## src/hdl/lwwd_pkg.sv

```systemverilog
// ----------------------------------------------------------------------------
// lwwd_pkg
// Shared constants and controller/datapath interface types for the
// least-work window dispatcher.
// ----------------------------------------------------------------------------
package lwwd_pkg;

    localparam int WINDOW_COUNT = 4;
    localparam int QUEUE_SLOTS  = 64;
    localparam int TIME_BITS    = 8;

    localparam int WIN_W   = $clog2(WINDOW_COUNT);
    localparam int PTR_W   = $clog2(QUEUE_SLOTS);
    localparam int ADDR_W  = $clog2(WINDOW_COUNT * QUEUE_SLOTS);
    localparam int DEPTH   = WINDOW_COUNT * QUEUE_SLOTS;

    localparam int CFG_COUNT = 4;
    localparam int CFG_IDX_W = 3;
    localparam int CFG_W     = 8;

    localparam int WINDOW_W = 2;
    localparam int NUMBER_W = 16;
    localparam int TOTAL_W  = 14;
    localparam int BUS_W    = 2;

    localparam int IN_TDATA_W  = 8;
    localparam int OUT_TDATA_W = 40;
    localparam int OUT_PAD_W   = OUT_TDATA_W - (WINDOW_W + NUMBER_W + TOTAL_W + 2);

    // input kind codes
    localparam logic KIND_TICK   = 1'b0;
    localparam logic KIND_ARRIVE = 1'b1;

    // result type codes
    localparam logic RES_TICKET = 1'b0;
    localparam logic RES_CALL   = 1'b1;

    // configuration register indexes
    localparam logic [CFG_IDX_W-1:0] REG_OPEN     = 3'd0;
    localparam logic [CFG_IDX_W-1:0] REG_WITHDRAW = 3'd1;
    localparam logic [CFG_IDX_W-1:0] REG_DEPOSIT  = 3'd2;
    localparam logic [CFG_IDX_W-1:0] REG_OTHER    = 3'd3;

    localparam logic [CFG_W-1:0] SVC_OPEN_RST     = 8'd20;
    localparam logic [CFG_W-1:0] SVC_WITHDRAW_RST = 8'd15;
    localparam logic [CFG_W-1:0] SVC_DEPOSIT_RST  = 8'd10;
    localparam logic [CFG_W-1:0] SVC_OTHER_RST    = 8'd25;

    typedef struct packed {
        logic             capture;    // latch the accepted item
        logic             arrive;     // dispatch the latched arrival
        logic             rd_issue;   // read head job of window idx
        logic             rd_capture; // store read data for window idx
        logic             update;     // age/pop the head of window idx
        logic [WIN_W-1:0] idx;
    } lwwd_cmd_t;

    typedef struct packed {
        logic out_free;  // output register can take a result this cycle
        logic upd_emit;  // window idx completes on this tick
    } lwwd_status_t;

endpackage

```

## src/hdl/least_work_window_dispatcher_core.sv

```systemverilog
// Arrival: the item is latched on accept, and the ticket enters the output register from
// S_ARR once that register is free. Tick: each FIFO head is read from the job memory
// (S_READ, S_CAP per window), then each window is updated in S_UPD, which waits while
// a call cannot enter a full output register. No new item is taken until S_IDLE.
// Reset (rst_n low, async): FIFOs empty, totals 0, counters 1, service times
// to defaults; job memory contents are not cleared.
// ----------------------------------------------------------------------------
// least_work_window_dispatcher_core
// Least-work-left dispatch of arrivals over FIFO service windows, with
// per-tick service aging and window calls.
// ----------------------------------------------------------------------------
module least_work_window_dispatcher_core
    import lwwd_pkg::*;
(
    input  logic                   clk,
    input  logic                   rst_n,
    input  logic                   s_axis_tvalid,
    output logic                   s_axis_tready,
    input  logic [IN_TDATA_W-1:0]  s_axis_tdata,  // [1:0] business, rest zero
    input  logic [0:0]             s_axis_tuser,  // [0] kind
    output logic                   m_axis_tvalid,
    input  logic                   m_axis_tready,
    // [1:0] window, [17:2] number, [31:18] wait_ticks, [32] accepted,
    // [33] served_now, rest zero
    output logic [OUT_TDATA_W-1:0] m_axis_tdata,
    output logic [0:0]             m_axis_tuser,  // [0] result_type
    output logic                   m_axis_tlast,
    input  logic                   cfg_valid,
    output logic                   cfg_ready,
    input  logic [CFG_IDX_W-1:0]   cfg_index,
    input  logic [CFG_W-1:0]       cfg_data
);

    lwwd_cmd_t          cmd;
    lwwd_status_t       status;
    logic               out_type, out_accepted, out_served_now;
    logic [WINDOW_W-1:0] out_window;
    logic [NUMBER_W-1:0] out_number;
    logic [TOTAL_W-1:0]  out_wait;

    assign cfg_ready = 1'b1;

    lwwd_ctrl u_ctrl (
        .clk      (clk),
        .rst_n    (rst_n),
        .in_valid (s_axis_tvalid),
        .in_kind  (s_axis_tuser[0]),
        .in_ready (s_axis_tready),
        .status   (status),
        .cmd      (cmd)
    );

    lwwd_datapath u_datapath (
        .clk            (clk),
        .rst_n          (rst_n),
        .cmd            (cmd),
        .status         (status),
        .in_business    (s_axis_tdata[BUS_W-1:0]),
        .cfg_valid      (cfg_valid),
        .cfg_index      (cfg_index),
        .cfg_data       (cfg_data),
        .out_valid      (m_axis_tvalid),
        .out_ready      (m_axis_tready),
        .out_type       (out_type),
        .out_window     (out_window),
        .out_number     (out_number),
        .out_wait       (out_wait),
        .out_accepted   (out_accepted),
        .out_served_now (out_served_now),
        .out_last       (m_axis_tlast)
    );

    assign m_axis_tuser[0] = out_type;
    assign m_axis_tdata    = {{OUT_PAD_W{1'b0}}, out_served_now, out_accepted,
                              out_wait, out_number, out_window};

endmodule

```

## src/hdl/lwwd_ctrl.sv

```systemverilog
// ----------------------------------------------------------------------------
// lwwd_ctrl
// Sequencer: accepts one item, runs the arrival step or the head read and
// update sweep of a tick, stalling whenever a result cannot be placed.
// ----------------------------------------------------------------------------
module lwwd_ctrl
    import lwwd_pkg::*;
(
    input  logic         clk,
    input  logic         rst_n,
    input  logic         in_valid,
    input  logic         in_kind,
    output logic         in_ready,
    input  lwwd_status_t status,
    output lwwd_cmd_t    cmd
);

    typedef enum logic [4:0] {
        S_IDLE = 5'b00001,
        S_ARR  = 5'b00010,
        S_READ = 5'b00100,
        S_CAP  = 5'b01000,
        S_UPD  = 5'b10000
    } state_t;

    localparam logic [WIN_W-1:0] LAST_WIN = WIN_W'(WINDOW_COUNT - 1);

    state_t           state_reg, state_next;
    logic [WIN_W-1:0] idx_reg, idx_next;

    always_ff @(posedge clk or negedge rst_n)
    begin
        if (!rst_n)
        begin
            state_reg <= S_IDLE;
            idx_reg   <= '0;
        end
        else
        begin
            state_reg <= state_next;
            idx_reg   <= idx_next;
        end
    end

    always_comb
    begin
        state_next     = state_reg;
        idx_next       = idx_reg;
        in_ready       = 1'b0;
        cmd            = '0;
        cmd.idx        = idx_reg;
        unique case (state_reg)
            S_IDLE:
            begin
                in_ready = 1'b1;
                if (in_valid)
                begin
                    cmd.capture = 1'b1;
                    idx_next    = '0;
                    state_next  = (in_kind == KIND_ARRIVE) ? S_ARR : S_READ;
                end
            end
            S_ARR:
            begin
                if (status.out_free)
                begin
                    cmd.arrive = 1'b1;
                    state_next = S_IDLE;
                end
            end
            S_READ:
            begin
                cmd.rd_issue = 1'b1;
                state_next   = S_CAP;
            end
            S_CAP:
            begin
                cmd.rd_capture = 1'b1;
                if (idx_reg == LAST_WIN)
                begin
                    idx_next   = '0;
                    state_next = S_UPD;
                end
                else
                begin
                    idx_next   = idx_reg + 1'b1;
                    state_next = S_READ;
                end
            end
            S_UPD:
            begin
                if (!status.upd_emit || status.out_free)
                begin
                    cmd.update = 1'b1;
                    if (idx_reg == LAST_WIN)
                    begin
                        idx_next   = '0;
                        state_next = S_IDLE;
                    end
                    else
                    begin
                        idx_next = idx_reg + 1'b1;
                    end
                end
            end
            default:
            begin
                state_next = S_IDLE;
            end
        endcase
    end

endmodule

```

## src/hdl/lwwd_datapath.sv

```systemverilog
// ----------------------------------------------------------------------------
// lwwd_datapath
// Window FIFOs (one job memory), work totals, counters, service-time
// registers and the output result register.
// ----------------------------------------------------------------------------
module lwwd_datapath
    import lwwd_pkg::*;
(
    input  logic                 clk,
    input  logic                 rst_n,
    input  lwwd_cmd_t            cmd,
    output lwwd_status_t         status,
    input  logic [BUS_W-1:0]     in_business,
    input  logic                 cfg_valid,
    input  logic [CFG_IDX_W-1:0] cfg_index,
    input  logic [CFG_W-1:0]     cfg_data,
    output logic                 out_valid,
    input  logic                 out_ready,
    output logic                 out_type,
    output logic [WINDOW_W-1:0]  out_window,
    output logic [NUMBER_W-1:0]  out_number,
    output logic [TOTAL_W-1:0]   out_wait,
    output logic                 out_accepted,
    output logic                 out_served_now,
    output logic                 out_last
);

    // job memory: no reset; every window's head slot is read, even when empty, but only occupied slots are used
    logic [TIME_BITS-1:0] mem [DEPTH];
    logic [TIME_BITS-1:0] rd_data_reg;

    logic [PTR_W-1:0]     head_reg  [WINDOW_COUNT];
    logic [PTR_W-1:0]     tail_reg  [WINDOW_COUNT];
    logic [TOTAL_W-1:0]   total_reg [WINDOW_COUNT];
    logic [TIME_BITS-1:0] hval_reg  [WINDOW_COUNT];
    logic [CFG_W-1:0]     svc_reg   [CFG_COUNT];
    logic [NUMBER_W-1:0]  ticket_reg, call_reg;
    logic [BUS_W-1:0]     bus_reg;

    logic                 out_valid_reg;
    logic                 type_reg, acc_reg, now_reg, last_reg;
    logic [WINDOW_W-1:0]  window_reg;
    logic [NUMBER_W-1:0]  number_reg;
    logic [TOTAL_W-1:0]   wait_reg;

    logic [WINDOW_COUNT-1:0] nonempty, emit_mask, dec_mask;
    logic [WIN_W-1:0]        best;
    logic [TIME_BITS-1:0]    svc_time;
    logic [PTR_W-1:0]        tail_inc, head_inc;
    logic                    full;
    logic                    later_emit;
    logic                    cur_emit, cur_dec;
    logic                    out_free, load_out;
    logic                    wr_en;
    logic [ADDR_W-1:0]       wr_addr, rd_addr;
    logic [TIME_BITS-1:0]    wr_data;

    function automatic logic [PTR_W-1:0] ptr_inc(input logic [PTR_W-1:0] p);
        logic [PTR_W-1:0] r;
        if (p == PTR_W'(QUEUE_SLOTS - 1))
            r = '0;
        else
            r = p + 1'b1;
        return r;
    endfunction

    function automatic logic [ADDR_W-1:0] slot_addr(input logic [WIN_W-1:0] w,
                                                    input logic [PTR_W-1:0] p);
        return ADDR_W'(ADDR_W'(w) * ADDR_W'(QUEUE_SLOTS)) + ADDR_W'(p);
    endfunction

    always_comb
    begin
        for (int w = 0; w < WINDOW_COUNT; w++)
        begin
            nonempty[w]  = (head_reg[w] != tail_reg[w]);
            emit_mask[w] = nonempty[w] && (hval_reg[w] <= TIME_BITS'(1));
            dec_mask[w]  = nonempty[w] && (hval_reg[w] != '0);
        end
    end

    // least total work, lowest window on a tie
    always_comb
    begin
        best = '0;
        for (int w = 1; w < WINDOW_COUNT; w++)
        begin
            if (total_reg[w] < total_reg[best])
                best = WIN_W'(w);
        end
    end

    always_comb
    begin
        later_emit = 1'b0;
        for (int w = 0; w < WINDOW_COUNT; w++)
        begin
            if ((WIN_W'(w) > cmd.idx) && emit_mask[w])
                later_emit = 1'b1;
        end
    end

    assign svc_time = TIME_BITS'(svc_reg[bus_reg]);
    assign tail_inc = ptr_inc(tail_reg[best]);
    assign head_inc = ptr_inc(head_reg[cmd.idx]);
    assign full     = (tail_inc == head_reg[best]);
    assign cur_emit = emit_mask[cmd.idx];
    assign cur_dec  = dec_mask[cmd.idx];

    assign out_free        = !out_valid_reg || out_ready;
    assign status.out_free = out_free;
    assign status.upd_emit = cur_emit;
    assign load_out        = cmd.arrive || (cmd.update && cur_emit);

    always_comb
    begin
        wr_en   = 1'b0;
        wr_addr = slot_addr(cmd.idx, head_reg[cmd.idx]);
        wr_data = hval_reg[cmd.idx] - 1'b1;
        if (cmd.arrive)
        begin
            wr_en   = !full;
            wr_addr = slot_addr(best, tail_reg[best]);
            wr_data = svc_time;
        end
        else if (cmd.update)
        begin
            wr_en = cur_dec;
        end
    end

    assign rd_addr = slot_addr(cmd.idx, head_reg[cmd.idx]);

    always_ff @(posedge clk)
    begin
        if (wr_en)
            mem[wr_addr] <= wr_data;
        if (cmd.rd_issue)
            rd_data_reg <= mem[rd_addr];
    end

    always_ff @(posedge clk)
    begin
        if (cmd.capture)
            bus_reg <= in_business;
        if (cmd.rd_capture)
            hval_reg[cmd.idx] <= rd_data_reg;
    end

    always_ff @(posedge clk or negedge rst_n)
    begin
        if (!rst_n)
        begin
            for (int w = 0; w < WINDOW_COUNT; w++)
            begin
                head_reg[w]  <= '0;
                tail_reg[w]  <= '0;
                total_reg[w] <= '0;
            end
            ticket_reg         <= NUMBER_W'(1);
            call_reg           <= NUMBER_W'(1);
            svc_reg[REG_OPEN[1:0]]     <= SVC_OPEN_RST;
            svc_reg[REG_WITHDRAW[1:0]] <= SVC_WITHDRAW_RST;
            svc_reg[REG_DEPOSIT[1:0]]  <= SVC_DEPOSIT_RST;
            svc_reg[REG_OTHER[1:0]]    <= SVC_OTHER_RST;
        end
        else
        begin
            if (cfg_valid && (cfg_index < CFG_IDX_W'(CFG_COUNT)))
                svc_reg[cfg_index[1:0]] <= cfg_data;

            if (cmd.arrive)
            begin
                if (!full)
                begin
                    tail_reg[best]  <= tail_inc;
                    total_reg[best] <= total_reg[best] + TOTAL_W'(svc_time);
                end
                ticket_reg <= ticket_reg + 1'b1;
                if (total_reg[best] == '0)
                    call_reg <= call_reg + 1'b1;
            end
            else if (cmd.update)
            begin
                if (cur_dec && (total_reg[cmd.idx] != '0))
                    total_reg[cmd.idx] <= total_reg[cmd.idx] - 1'b1;
                if (cur_emit)
                begin
                    head_reg[cmd.idx] <= head_inc;
                    call_reg          <= call_reg + 1'b1;
                end
            end
        end
    end

    // output result register
    always_ff @(posedge clk or negedge rst_n)
    begin
        if (!rst_n)
            out_valid_reg <= 1'b0;
        else if (load_out)
            out_valid_reg <= 1'b1;
        else if (out_ready)
            out_valid_reg <= 1'b0;
    end

    always_ff @(posedge clk)
    begin
        if (cmd.arrive)
        begin
            type_reg   <= RES_TICKET;
            window_reg <= WINDOW_W'(best);
            number_reg <= ticket_reg;
            wait_reg   <= total_reg[best];
            acc_reg    <= !full;
            now_reg    <= (total_reg[best] == '0);
            last_reg   <= 1'b1;
        end
        else if (cmd.update && cur_emit)
        begin
            type_reg   <= RES_CALL;
            window_reg <= WINDOW_W'(cmd.idx);
            number_reg <= call_reg;
            wait_reg   <= '0;
            acc_reg    <= 1'b0;
            now_reg    <= 1'b0;
            last_reg   <= !later_emit;
        end
    end

    assign out_valid      = out_valid_reg;
    assign out_type       = type_reg;
    assign out_window     = window_reg;
    assign out_number     = number_reg;
    assign out_wait       = wait_reg;
    assign out_accepted   = acc_reg;
    assign out_served_now = now_reg;
    assign out_last       = last_reg;

endmodule

```

## config.mk

```make
export PLATFORM = sky130hd
export DESIGN_NAME = least_work_window_dispatcher_core
export DESIGN_NICKNAME = d
export VERILOG_FILES = /design/src/hdl/lwwd_pkg.sv /design/src/hdl/least_work_window_dispatcher_core.sv /design/src/hdl/lwwd_ctrl.sv /design/src/hdl/lwwd_datapath.sv
export SDC_FILE = /design/constraint.sdc
export NUM_CORES = 2
export LEC_CHECK = 0
export ABC_AREA = 1
export BUFFER_PORTS_ARGS = -buffer_cell sky130_fd_sc_hd__buf_2
export CAP_MARGIN = 0
export CORE_UTILIZATION = 60
export DETAILED_ROUTE_END_ITERATION = 8
export GPL_ROUTABILITY_DRIVEN = 0
export HOLD_SLACK_MARGIN = 0.03
export PLACE_DENSITY_LB_ADDON = 0.2
export SYNTH_ARGS = -nofsm -noshare
export SYNTH_HDL_FRONTEND = slang
export SYNTH_SLANG_ARGS = --single-unit
export TNS_END_PERCENT = 30
```

## constraint.sdc

```tcl
create_clock -name clk -period 33 [get_ports clk]
set_clock_uncertainty 0.05 [all_clocks]
set_input_delay 4.95 -clock clk [delete_from_list [all_inputs] [get_ports clk]]
set_output_delay 4.95 -clock clk [all_outputs]
set_load 0.03 [all_outputs]
```

==> flow_summary.toml <==
[synthesis]
synth_cells = 7957
yosysTopAreaCell = "edfxtp_1"
synth.ff_latch_count = 2302
ys_top_cells_by_area = "edfxtp_1 66%, nor2_1 7.0%, o21ai_0 5.0%"
syn_area_per_cell_um2 = 12.1
synth_edf_count = 2124
synth_top_area_share_pct = 66.0
yosysUniqueCellTypes = 65
synth-async-reset-ratio_pct = 7.65
ys_warn_count = 0
synthFlopType = "edfxtp_1"
seq_area_frac_synth_pct = 70.7
synth_area_um2 = 96600

[sta]
slew_headroom_pct = 13.5
fmax_mhz = 96.7
layout_setup_ws_ps = 22660
fin_crit_sh_pct = 31.3
maxSlewViolCount = 0
finalSetupViolations = 0
worst_slew_pin_slew_ps = 1300
final_hold_viol_count = 0
setup_tns_ps = 0
period_needed_ps = 10340
timing.hold.ws_ps = 398
rsz0062_at_grt = "false"

[critical_path]
critPathMaxStageDelay_ps = 980
required_ps = 33390
crit_fanout = 40
cpMostUsedCell = "nand2_1"
cp_slowest_cell = "nor2_1"
crit_family = "simple AND/OR/NAND/NOR gates"
critPathKind = "flop to flop"
startpoint_type = "flop"
rr_worst_depth = 36
cp.arrival_ps = 10730
end_kind = "flop"
r2r_slack_ps = 22660
cp.buffers_inverters = 2
r2r_start = "u_datapath.total_reg[53]$_DFFE_PN0P_"
r2r-end = "u_datapath.mem[169][6]$_DFFE_PP_"

[place]
place_ws_ps = 22870
port_buffers = 56
dp_hpwl_um = 142000

[global_routing]
grt_pass1_wl_um = 377000
first_global_vias = 61300
track_usage_pct = 30.7
grt_max_degree = 233
antenna_found_initial = 5
grt_overflow_total = 0

[hold_path]
min_to = "u_datapath.out_type$_SDFFE_PP0P_"
hold-path-cell-count = 2
min_path_type = "flop to flop"
hold_start = "u_datapath.out_type$_SDFFE_PP0P_"

[finish]
fillers = 11400
syn_to_final_growth_pct = 9.00
largest_register_ffs = 2048
final_cell_mix = "2,124 x edfxtp_1, 1,802 x nor2_1, 968 x o21ai_0, 600 x nand2_1, 298 x o32ai_1"
final_nets = 7852
drive_gt1_share_pct = 6.70
final_common_cell = "edfxtp_1"

[flow_run]
max_cap_viol_count = 0

[detailed_routing]
vias_per_cell = 6.50
drc = 0
dr.first_iter.drc_count = 10000
routed_wirelength_um = 253000
vias = 65600
ant_nets = 0
drt_pass1_iterations = 8
post_drt_wl_per_cell_um = 25.1

[clocking]
ctsHoldBuffers = 0
clk_latency_ps = 870
cts_tree = "done"
clock-sinks = 2302
htreeDepth = 4
tritoncts.num_buffers = 219
clockBufferDepth = 3
cts_root_buf = "clkbuf_16"
post_cts_buffers = 0
cts_resized = 0
clkTransAtPathRegs_ps = 60

[floorplan]
ioPinCount = 70
die_area_um2 = 163000
start_util_pct = 60.7
die_y_um = 403
die_w_um = 403
rows = 146
core_area_um2 = 159000

[status]
outcome = "completed"
[per-layer routing]
metal / share of wire, % / routed length [µm] / global-route usage, % / up-vias
li1: - / - / - / 29000
met1: 39 / 99600 / 43.9 / 32200
met2: 46 / 116000 / 46.6 / 3808
met3: 11 / 26700 / 5.90 / 606
met4: 4.3 / 10900 / 13.0 / 8
met5: 0.023 / 59 / 0.178 / -
[synthesized netlist by cell type, types with 55 or more instances]
library cell and count:
o21bai_1 56, o32ai_1 298, edfxtp_1 2124, o311ai_0 55, nand2_1 604, inv_1 220
o221ai_1 196, o21ai_0 973, ha_1 57, o211ai_1 158, nor2_1 1803, dfrtp_1 162
a21oi_1 134, clkbuf_1 480, nand3_1 210
[cells by family (layout without fill, tap and decap cells)]
| family | Yosys count | in the layout | synth area share (%) |
|---|---|---|---|
| AND/OR/NAND/NOR | 2751 | 2751 | 11.5 |
| XOR/XNOR | 63 | 63 | 0.571 |
| flip-flops | 2302 | 2302 | 70.7 |
| buffers and inverters | 794 | 785 | 3.22 |
| other | 2 | 10 | 0.00778 |
| adder cells (fa/ha/maj) | 58 | 58 | 0.759 |
| AO/OA/AOI/OAI | 1987 | 1987 | 13.3 |
[worst max path at each step]
stage,start,to,slack (ps),depth (start not counted)
floorplan,m_axis_tready,u_datapath.mem[0][6]$_DFFE_PP_,15230,5
global placement,u_datapath.total_reg[53]$_DFFE_PN0P_,u_datapath.mem[129][2]$_DFFE_PP_,22940,37
detailed placement,u_datapath.total_reg[54]$_DFFE_PN0P_,u_datapath.mem[129][4]$_DFFE_PP_,22870,39
CTS,u_datapath.total_reg[54]$_DFFE_PN0P_,u_datapath.mem[129][4]$_DFFE_PP_,22860,39
global route,u_datapath.total_reg[53]$_DFFE_PN0P_,u_datapath.mem[129][6]$_DFFE_PP_,22030,39
finish,u_datapath.total_reg[53]$_DFFE_PN0P_,u_datapath.mem[169][6]$_DFFE_PP_,22660,36
[layout make-up]
class	count	area [µm²]	area share, %
Multi-Input combinational cell	4866	25400	24.2
Antenna cell	3	7.51	0.00713
Clock inverter	124	1060	1.01
Tap cell	2146	2690	2.55
Timing Repair Buffer	145	1120	1.06
Inverter	235	902	0.857
Clock buffer	281	5820	5.53
Sequential cell	2302	68200	64.8
[metrics by stage]
| step | area [µm²] | utilization, % | cells |
|---|---|---|---|
| after floorplan | 96600 | - | 7962 |
| after global placement | 98400 | 61.8 | 9694 |
| after detailed placement | 98400 | 61.8 | 9694 |
| after CTS | 105000 | 66.2 | 10100 |
| after global routing | 105000 | 66.2 | 10100 |
| final | 105000 | 66.2 | 10100 |
[worst min-delay path: stages (launching register included)]
cell and delay [ps]:
dfxtp_1 300, nand2_1 60, nand2_1 40
Power is left out: the tool's default activity adds up to more than one toggle a clock period on the data nets, which glitch-free logic cannot reach.
